### config.mk
export PLATFORM = sky130hd
export DESIGN_NAME = svt_scale
export DESIGN_NICKNAME = d
export VERILOG_FILES = /design/src/svt_pkg.sv /design/src/svt_scale.sv
export SDC_FILE = /design/constraint.sdc
export NUM_CORES = 2
export LEC_CHECK = 0
export BUFFER_PORTS_ARGS = -buffer_cell sky130_fd_sc_hd__buf_2
export CORE_ASPECT_RATIO = 1.5
export CORE_UTILIZATION = 37
export CTS_BUF_LIST = sky130_fd_sc_hd__clkbuf_8
export CTS_CLUSTER_DIAMETER = 120
export CTS_CLUSTER_SIZE = 16
export DETAILED_ROUTE_END_ITERATION = 6
export GPL_TIMING_DRIVEN = 1
export MAX_ROUTING_LAYER = met4
export SLEW_MARGIN = 10
export SYNTH_ARGS = -nofsm -noshare
export SYNTH_HDL_FRONTEND = slang
export SYNTH_SLANG_ARGS = --single-unit
### constraint.sdc
create_clock -name clk_i -period 20.3 [get_ports clk_i]
set_input_delay 3.045 -clock clk_i [delete_from_list [all_inputs] [get_ports clk_i]]
set_output_delay 3.045 -clock clk_i [all_outputs]
set_load 0.005 [all_outputs]
### src/svt_pkg.sv
// ----------------------------------------------------------------------------
// svt_pkg: shared types and constants of the sparse vector table
// Operation codes, register indexes, default sizes and the result record.
// ----------------------------------------------------------------------------
package svt_pkg;

  localparam int unsigned DefCapacity = 1024;
  localparam int unsigned DefFracBits = 16;

  localparam int unsigned KeyW  = 32;
  localparam int unsigned ValW  = 32;
  localparam int unsigned PosW  = 10;
  localparam int unsigned CntW  = 11;
  localparam int unsigned ThrW  = 31;
  localparam int unsigned CfgAw = 1;

  // operation codes
  typedef enum logic [2:0] {
    OP_CLEAR = 3'd0,
    OP_ADD   = 3'd1,
    OP_QUERY = 3'd2,
    OP_SCALE = 3'd3,
    OP_PRUNE = 3'd4,
    OP_READ  = 3'd5
  } op_e;

  // register indexes
  localparam logic [CfgAw-1:0] REG_MERGE = 1'd0;
  localparam logic [CfgAw-1:0] REG_THR   = 1'd1;

  // merge policies
  localparam logic [1:0] MERGE_ADD  = 2'd1;
  localparam logic [1:0] MERGE_REPL = 2'd2;

  // one result record
  typedef struct packed {
    logic signed [ValW-1:0] result_value;
    logic [KeyW-1:0]        result_key;
    logic                   hit;
    logic                   dropped;
    logic                   saturated;
    logic [CntW-1:0]        entry_count;
  } result_t;

endpackage

### src/svt_scale.sv
// ----------------------------------------------------------------------------
// svt_scale: registered fixed point multiply with floor shift and clamp
// The 32x32 product is registered before the shift; the shift and clamp are combinational.
// ----------------------------------------------------------------------------
module svt_scale #(
  parameter int unsigned FracBits = svt_pkg::DefFracBits
) (
  input  logic                              clk_i,
  input  logic signed [svt_pkg::ValW-1:0]   a_i,
  input  logic signed [svt_pkg::ValW-1:0]   b_i,
  output logic signed [svt_pkg::ValW-1:0]   y_o,
  output logic                              sat_o
);
  import svt_pkg::*;

  logic signed [2*ValW-1:0] prod_q;
  logic signed [2*ValW-1:0] shf;

  // product register
  always_ff @(posedge clk_i) begin
    prod_q <= a_i * b_i;
  end

  // arithmetic shift is a floor shift; then clamp
  always_comb begin
    shf   = prod_q >>> FracBits;
    sat_o = 1'b0;
    y_o   = shf[ValW-1:0];
    if (shf > $signed({{(ValW+1){1'b0}}, {(ValW-1){1'b1}}})) begin
      sat_o = 1'b1;
      y_o   = {1'b0, {(ValW-1){1'b1}}};
    end else if (shf < $signed({{(ValW+1){1'b1}}, {(ValW-1){1'b0}}})) begin
      sat_o = 1'b1;
      y_o   = {1'b1, {(ValW-1){1'b0}}};
    end
  end
endmodule

# == Yosys cells after proc, flatten, opt, wreduce, memory -nomap -nowiden ==
# Index checks and enable logic that the tools add are counted.
# totals
register_bits,64
latchBits,0
ramBits,0
mem_bits_ro,0
input_bits,65
out_inout_bits,33
word_cells,8
mem_count,0
# classes
add_sub_neg,0
mul,1
div_mod_pow,0
order_cmp,2
n_eq_ne,0
shifts,0
mux,4
bitwise,0
reduce_logical,0
# op_table
cell,n
multiplier 32 x 32 -> 64 bit,1
2-to-1 mux 32 bit,2
greater-than comparator 48 x 32 -> 1 bit (second input constant),1
less-than comparator 48 x 32 -> 1 bit (second input constant),1
2-to-1 mux 1 bit,2

# == Longest topological paths before layout ==
# logic_depth
ltp_word,3
ltp_mapped,28
ltp_nobuf,26

# == Worst setup path before layout ==
# No wires, ideal clock.
# synth_timing
kind,input port to flip-flop
startpoint,in a_i[31] (netlist bit)
endpoint,reg prod_q[63]
setup_time_ns,0.072
arrival_ns,10.322
required_time_ns,20.228
path_slack_ns,9.906
path_stages,28
n_path_buf,2
path_cell_list,clkbuf_1 -> nand2_1 -> inv_1 -> fa_1 -> inv_1 -> fa_1 -> inv_1 -> fa_1 -> fa_1 -> inv_1 -> fa_1 -> inv_1 -> fa_1 -> inv_1 -> fa_1 -> inv_1 -> fa_1 -> ha_1 -> clkbuf_1 -> a21o_1 -> a21o_1 -> a221oi_1 -> o21ai_0 -> a21oi_1 -> o21ai_0 -> a211o_1 -> a21oi_1 -> xnor2_1
# synth_via
elab_chain_cells,1
# synth_lines
item,line_no,text
from (decl),svt_scale.sv:9,"input logic signed [svt_pkg::ValW-1:0] a_i,"
multiplier 32 x 32 -> 64 bit,svt_scale.sv:21,prod_q <= a_i * b_i;
to (signal assigned),svt_scale.sv:21,
to (decl),svt_scale.sv:16,logic signed [2*ValW-1:0] prod_q;
# No other way between the ends.

# == Final worst setup path ==
# layout_timing
startpoint,in b_i[5] (netlist bit)
endpoint,reg prod_q[63]
# layout_via
elab_chain_cells,1
# layout_lines
item,line_no,text
from (decl),svt_scale.sv:10,"input logic signed [svt_pkg::ValW-1:0] b_i,"
multiplier 32 x 32 -> 64 bit,svt_scale.sv:21,
# No other way between the ends.

==> qor.yml <==
sta:
  setup_tns_ps: 0
  setup_viol: 0
  relSlewSlack_pct: 36.1
  slew_violations: 0
  rsz0062_at_grt: "false"
  fin_ws_ps: 9240
  fmaxAchievable_mhz: 90.4
  finalCritPeriodShare_pct: 54.5
  worst_pin_slew_ps: 959
  hold_viol_final: 0
  finalCriticalPeriod_ps: 11060
synthesis:
  synth-seq-cells: 48
  synth-edff-count: 0
  synth.top_cell.area_share_pct: 58.2
  synth.distinct_cells: 67
  syn_avg_cell_area_um2: 9.44
  synthCells: 3936
  yosysTopAreaCell: "fa_1"
  yosysSeqAreaShare_pct: 2.59
  async_flop_share_pct: 0
  synth-main-ff-cell: "dfxtp_1"
  synth_nets: 5262
  synth_area_leaders: "fa_1 (58%), inv_1 (9.8%), and2_1 (8.6%), ha_1 (6.1%), nand2_1 (5.3%)"
  netlist_area_mm2: 0.0372
  ys_warn_count: 0
grt:
  gr-total-overflow: 0
  grt_max_degree: 33
  grt_pass1_wl_um: 166000
  grt_usage_pct: 22.4
  grt_pass1_vias: 29300
  antenna_found_initial: 7
clocking:
  cts_setup_buffers: 0
  cts_root_buffer: "clkbuf_8"
  cts_buffer_depth: 2
  cts_tree: "done"
  holdBufCountCts: 0
  clk_pin_slew_worst_paths_ps: 90
  cts_inserted_buffers: 5
  ctsResizeCount: 0
  cts_max_level: 2
  cts_num_sinks: 48
die:
  initial_core_util_pct: 37.3
  die_x_um: 261
  io_pins: 98
  die_h_um: 390
  die_area_mm2: 0.102
  core-area_mm2: 0.0997
  fp-row-count: 142
cells_and_area:
  layout_common_cells: "fa_1 (1081), inv_1 (975), nand2_1 (526)"
  final_layout_size_suffix_gt1_share_pct: 3.92
  layout.cells.most_common: "fa_1"
  design_area_mm2: 0.0388
  reg_top3: "prod_q (48)"
  top_register: "prod_q"
  fill_cells: 10000
  largest_reg_flops: 48
  area_delta_synth_final_pct: 4.37
  fin_nets: 5176
  fin_cells: 5151
worst_setup_path:
  crit_required_ps: 20490
  cp.arrival_ps: 11260
  crit_path_end_kind: "flip-flop"
  startpoint: "b_i[5]"
  path_class: "in -> reg"
  crit_path_start_kind: "primary input"
  path_max_fanout: 32
routing:
  num_vias: 25700
  wl_um: 106000
  route.detailed.drc: 16
  drtIter0Drc: 1234
  vias_per_cell: 5.00
  dr.pass1.iters: 7
  wl_per_cell_um: 20.5
  ant_nets: 0
outcome:
  status: "finished, violations left"
  violations: "DRC"
placed_design:
  place_ws_ps: 8950
  hpwl_um: 86600
  placedCellCount: 5139
  io_buffers: 97
  place.gp.congestion: 0.895
  placed_area_mm2: 0.0386
flow_run:
  maxCapViolCount: 0
worst_hold_path:
  hold_start: "prod_q[24]"
  hp-class: "reg -> out"
-- cells in the mapped netlist (5+ instances only) --
cell	instances
a21o_1	54
nand3_1	18
o21bai_1	13
nor2_1	56
a21oi_2	5
inv_1	975
nand4_1	15
nand2_1	526
o21ai_0	27
fa_1	1081
nor3_1	7
xnor2_1	41
ha_1	180
xor2_1	17
nor2b_1	8
clkbuf_1	206
dfxtp_1	48
nor4_1	8
o21ai_1	5
a211oi_1	6
and2_1	510
a21oi_1	52
nand2b_1	12
and3_1	5
-- through the flow --
| stage | hold slack [ps] | utilization [%] |
|---|---|---|
| after detailed placement | 3530 | 38.8 |
| after floorplan | 3430 | - |
| after global routing | 3930 | 38.9 |
| final | 3870 | 38.9 |
| after CTS | 3840 | 38.9 |
| after global placement | 3540 | 38.8 |
-- worst max-delay path: stages --
cell and delay [ps]:
buf_2 520, nand2_1 250, inv_1 140, fa_1 400, inv_1 260, fa_1 470
inv_1 230, fa_1 500, fa_1 850, inv_1 380, fa_1 580, inv_1 60
fa_1 540, inv_1 50, fa_1 470, inv_1 50, fa_1 380, ha_1 420
a21o_1 210, a21o_1 170, a221oi_1 270, o21ai_0 110, a21oi_1 190, o21ai_0 110
a211o_1 300, a21oi_1 180, xnor2_1 80
-- metal layers --
| metal | share of wire [%] | GRT usage, % | vias up |
|---|---|---|---|
| met3 | 2.7 | 1.62 | 305 |
| li1 | - | - | 11000 |
| met1 | 31 | 21.0 | 13800 |
| met2 | 57 | 42.4 | 631 |
| met5 | 0 | - | - |
| met4 | 9.1 | 16.3 | 0 |
-- path summary, 6_finish.rpt --
path / to / slack, ps / cells past startpoint
setup / recovery: prod_q[63] / 9240 / 27
hold / removal: y_o[8] / 3870 / 2
-- final cells by class --
class	instances	area, µm²	area share, %
antenna	5	12.5	0.0323
inverter	975	3660	9.44
sequential	48	961	2.48
timing repair buffer	117	636	1.64
clock buffer	5	68.8	0.177
multi-input combinational	2703	31800	81.9
clock inverter	2	60.1	0.155
tap	1296	1620	4.18
-- cell families (layout without fill, tap and decap cells) --
logic type	count (synthesis)	in the layout	synth area share, %
other	0	5	0
XOR/XNOR	58	58	1.37
AND/OR/NAND/NOR	1177	1177	15.9
buffers and inverters	1185	1099	12.0
flip-flops	48	48	2.59
adder cells (fa/ha/maj)	1261	1261	64.3
AO/OA/AOI/OAI	207	207	3.92
Power is not shown: default switching activity piles up to over one toggle a cycle in this logic, so the estimate is an artifact.
